<file path="src/csdi_pkg.sv">
// shared constants, widths and result codes for the clamped speed and distance integrator
// no dependencies
`default_nettype none

package csdi_pkg;

  localparam int SPEED_W  = 32;
  localparam int TIME_W   = 24;
  localparam int ACCEL_W  = 32;
  localparam int DIST_W   = 48;
  localparam int HIT_W    = 2;
  localparam int CFG_IDX_W = 1;

  // shared multiplier operand widths
  localparam int MUL_X_W  = 41;
  localparam int MUL_Y_W  = 25;
  localparam int MUL_P_W  = MUL_X_W + MUL_Y_W;

  // crossing-time divider
  localparam int DIV_N_W  = 57;
  localparam int DIV_D_W  = 40;
  localparam int DIV_Q_W  = TIME_W;

  localparam logic [HIT_W-1:0] LIMIT_NONE = 2'd0;
  localparam logic [HIT_W-1:0] LIMIT_MAX  = 2'd1;
  localparam logic [HIT_W-1:0] LIMIT_MIN  = 2'd2;

  localparam logic [CFG_IDX_W-1:0] REG_MAX_SPEED = 1'd0;
  localparam logic [CFG_IDX_W-1:0] REG_MIN_SPEED = 1'd1;

  localparam logic signed [SPEED_W-1:0] MAX_SPEED_RESET = 32'sd655360;
  localparam logic signed [SPEED_W-1:0] MIN_SPEED_RESET = 32'sd0;

endpackage

`default_nettype wire

</file>
<file path="src/csdi_div.sv">
// restoring divider, one quotient bit per cycle, quotient known to fit TIME_W bits
// depends on csdi_pkg
`default_nettype none

module csdi_div (
  input  wire logic                             clk,
  input  wire logic                             rst,
  input  wire logic                             start,
  input  wire logic [csdi_pkg::DIV_N_W-1:0]     dividend,
  input  wire logic [csdi_pkg::DIV_D_W-1:0]     divisor,
  output logic                                  done,
  output logic [csdi_pkg::DIV_Q_W-1:0]          quotient
);

  localparam int CNT_W = $clog2(csdi_pkg::DIV_Q_W + 1);
  localparam int REM_W = csdi_pkg::DIV_D_W + 1;
  localparam int HI_W  = csdi_pkg::DIV_N_W - csdi_pkg::DIV_Q_W;

  logic [REM_W-1:0]              rem;
  logic [csdi_pkg::DIV_Q_W-1:0]  low_bits;
  logic [csdi_pkg::DIV_D_W-1:0]  den;
  logic [CNT_W-1:0]              cnt;
  logic                          busy;
  logic [REM_W-1:0]              trial;
  logic                          take;

  assign trial = {rem[REM_W-2:0], low_bits[csdi_pkg::DIV_Q_W-1]};
  assign take  = trial >= {1'b0, den};

  always_ff @(posedge clk) begin
    if (rst) begin
      busy <= 1'b0;
      done <= 1'b0;
      cnt  <= '0;
    end else begin
      done <= 1'b0;
      if (start) begin
        busy     <= 1'b1;
        cnt      <= CNT_W'(csdi_pkg::DIV_Q_W);
        rem      <= REM_W'(dividend[csdi_pkg::DIV_N_W-1 -: HI_W]);
        low_bits <= dividend[csdi_pkg::DIV_Q_W-1:0];
        den      <= divisor;
      end else if (busy) begin
        rem      <= take ? trial - {1'b0, den} : trial;
        low_bits <= {low_bits[csdi_pkg::DIV_Q_W-2:0], 1'b0};
        quotient <= {quotient[csdi_pkg::DIV_Q_W-2:0], take};
        cnt      <= cnt - 1'b1;
        if (cnt == CNT_W'(1)) begin
          busy <= 1'b0;
          done <= 1'b1;
        end
      end
    end
  end

endmodule

`default_nettype wire

</file>
<file path="config.mk">
export PLATFORM = sky130hd
export DESIGN_NAME = csdi_div
export DESIGN_NICKNAME = d
export VERILOG_FILES = /design/src/csdi_pkg.sv /design/src/csdi_div.sv
export SDC_FILE = /design/constraint.sdc
export NUM_CORES = 1
export LEC_CHECK = 0
export BUFFER_PORTS_ARGS = -buffer_cell sky130_fd_sc_hd__buf_4
export CAP_MARGIN = 20
export CORE_ASPECT_RATIO = 0.5
export CORE_UTILIZATION = 49
export CTS_CLUSTER_DIAMETER = 60
export DETAILED_ROUTE_END_ITERATION = 16
export PLACE_DENSITY = 0.68
export SLEW_MARGIN = 5
export SYNTH_ARGS = -nofsm -noshare
export SYNTH_HDL_FRONTEND = slang
export SYNTH_SLANG_ARGS = --single-unit
</file>
<file path="constraint.sdc">
create_clock -name clk -period 9.1 [get_ports clk]
set_clock_uncertainty 0.15 [all_clocks]
set_input_delay 1.82 -clock clk [delete_from_list [all_inputs] [get_ports clk]]
set_output_delay 1.82 -clock clk [all_outputs]
set_load 0.01 [all_outputs]
</file>
==> run_results.csv <==
group,metric,value,unit
status,status,"finished, final reports clean",
critical_path,crit_path_start_kind,"flip-flop",
clock_network,clock_path_buffers,2,
yosys,ys_types,72,
yosys,synth_top_area_share,47.71,%
yosys,syn-num-nets,885,
placement,dp_hpwl,14510,um
clock_network,ctsResizeCount,0,
timing,worstMarginPinSlew,1097,ps
critical_path,cp-end-kind,"flip-flop",
yosys,synth_seq_cells,135,
timing,rsz0062_at_grt,"false",
route,viasPerCell,5.930,
clock_network,clock-sinks,135,
clock_network,insertion_delay,430,ps
power_and_ir_drop,peakVddDrop,140.9,uV
yosys,avgSynthCellArea,10.86,sq um
route,routed.top_layer,"met4",
cells_and_area,utilization,61.70,%
timing,setup_viol,0,
yosys,synth_top_cells_by_area,"edfxtp_1, ha_1, mux2_2, a21oi_1, xnor2_1",
placement,io_buffers,124,
critical_path,crit_top_cell,"a21oi_1",
cells_and_area,fill_cells,1328,
yosys,yosysWarnings,0,
timing,fin_crit_sh,46.82,%
route,dr_wl_met3,1942,um
timing,maxSlewViolCount,0,
route,drtIter0Drc,550,
route,vias,6440,
global_route,grt_pass1_wl,32990,um
global_route,gr-total-overflow,0,
floorplan,die_w,183.3,um
route,routedWlPerCell,19.24,um
yosys,yosys-top-cells-count,"edfxtp_1, nand2_1, inv_1, a21oi_1",
clock_network,cts_tree,"yes",
power_and_ir_drop,power_density,197.1,nW/um^2
floorplan,start_util,51.20,%
floorplan,die_area,16990,sq um
power_and_ir_drop,finalPower,1.914,mW
min_path,hold_path.class,"flip-flop to flip-flop",
critical_path,crit_required,9140,ps
global_route,grt_pass1_vias,6334,
yosys,synth.most_common_cell,"edfxtp_1",
route,finalWirelength,20900,um
cells_and_area,syn2layout_area_growth,20.50,%
yosys,synth-edff-count,128,
cells_and_area,final_nets,995,
timing,maxSlewHeadroom,26.61,%
yosys,syn_area,8056,sq um
critical_path,crit_slowest_cell,"nor2_1",
floorplan,fp-row-count,32,
timing,fin_crit,4260,ps
critical_path,path_cells,"ha_1, a21oi_1, o21ai_0, a21oi_1, o21ai_0, a21oi_1, a21oi_2, nor2_1, buf_4, inv_1, a31o_1",
clock_network,post_cts_buffers,0,
floorplan,core_area,15740,sq um
yosys,async_flop_share,0,%
yosys,yosysTopAreaCell,"edfxtp_1",
yosys,ys.flop_type,"edfxtp_1",
critical_path,crit_type,"flip-flop to flip-flop",
route,firstDrtPassIters,5,
clock_network,cts-root-buf,"clkbuf_16",
clock_network,cts.htree.levels,4,
timing,hold_viol,0,
yosys,seq_area_frac_synth,49.45,%
timing,setup_tns,0,ps
clock_network,path_clk_slew,60,ps
placement,routabilityCongestion,0.9887,
clock_network,holdBufCountCts,0,
yosys,postSynthCellCount,742,
timing,fmax,234.7,MHz
critical_path,worst-path-max-fanout,14,
floorplan,io_pins,125,
route,drtAntennaViolNets,0,
global_route,antenna_found_initial,0,
global_route,gr-usage-all-layers,25.68,%
clock_network,numCtsBuffers,17,
cells_and_area,num_antenna_cells,0,
critical_path,crit_family,"compound AO/OA/AOI/OAI gates",
global_route,grt_max_degree,65,
floorplan,die_h,92.67,um
critical_path,max_stage_delay,900,ps
run,cap_violations,0,
power_and_ir_drop,leakage,3.883,nW
route,wl_met1,9699,um
route,drcViolationCount,0,
critical_path,critPathBufInv,2,
route,dr_wl_met2,8976,um
cells_and_area,layout-drive-gt1-share,23.93,%
critical_path,critical_path_arrival,4300,ps
==> metal layers <==
| layer | vias up | GRT usage, % |
|---|---|---|
| met2 | 293 | 38.59 |
| li1 | 3039 | - |
| met1 | 3084 | 35.87 |
| met5 | - | 0 |
| met3 | 24 | 7.118 |
| met4 | 0 | 8.264 |
==> through the flow <==
stage	hold slack (ps)	setup slack [ps]	cells	instance area (sq um)
floorplan	318.6	3341	742	8056
global route	317.7	4677	1086	9708
global placement	289.6	5019	1054	9145
detailed placement	283.4	4949	1054	9145
CTS	301.2	4973	1086	9708
finish	300.4	4840	1086	9708
==> cells by family (layout without fill, tap and decap cells) <==
| logic type | after synthesis | count (layout) | share of synthesized area, % |
|---|---|---|---|
| compound gates | 211 | 211 | 19.07 |
| simple gates | 204 | 204 | 12.92 |
| flops | 135 | 135 | 49.45 |
| buf+inv | 91 | 214 | 4.768 |
| fa+ha+maj | 43 | 43 | 6.771 |
| xor+xnor | 35 | 35 | 3.805 |
| mux | 23 | 23 | 3.215 |
==> sequential cells by signal (all words and copies together), names as in the netlist <==
name / cells
quotient: 24
cnt: 5
rem: 40
den: 40
busy: 1
low_bits: 24
done: 1
==> where the power goes <==
group / internal [mW] / switching [mW]
clock network: 0.398 / 0.276
registers: 0.739 / 0.0205
logic: 0.198 / 0.283
total: 1.33 / 0.579
==> cells in the final DEF, fill, tap and decap left out, types with 5 or more instances in the layout <==
| master | count |
|---|---|
| o21a_1 | 10 |
| dfxtp_1 | 7 |
| clkinv_2 | 5 |
| a211oi_1 | 7 |
| o31ai_1 | 8 |
| o22ai_1 | 5 |
| edfxtp_1 | 128 |
| nor2_1 | 40 |
| nor3_1 | 13 |
| nand4_1 | 20 |
| mux2_2 | 23 |
| a21o_1 | 19 |
| and2_1 | 15 |
| a41oi_2 | 7 |
| ha_1 | 42 |
| nand3_1 | 14 |
| a21oi_1 | 45 |
| and3_1 | 12 |
| clkbuf_16 | 17 |
| a31oi_1 | 12 |
| xnor2_1 | 24 |
| o311ai_1 | 11 |
| nand2b_1 | 6 |
| nand2_1 | 55 |
| xor2_1 | 11 |
| inv_1 | 50 |
| o21ai_1 | 7 |
| or3_1 | 5 |
| a211o_1 | 5 |
| o21bai_1 | 7 |
| o21ai_0 | 25 |
| buf_4 | 131 |
==> worst paths after layout <==
check / from / slack, ps / endpoint / cells after the start
max: rem[31] / 4840 / rem[27] / 11
min: quotient[10] / 300 / quotient[11] / 0
max reg2reg: rem[31] / 4840 / rem[27] / 11
min reg2reg: quotient[10] / 300 / quotient[11] / 0
==> layout make-up <==
type / instances / area (sq um) / area share [%]
Timing Repair Buffer: 131 / 983.4 / 10.13
Sequential cell: 135 / 3984 / 41.04
Multi-Input combinational cell: 516 / 3710 / 38.21
Clock buffer: 17 / 425.4 / 4.382
Clock inverter: 15 / 137.6 / 1.418
Tap cell: 221 / 276.5 / 2.848
Inverter: 51 / 191.4 / 1.972
(Power assumes the default switching activity.)
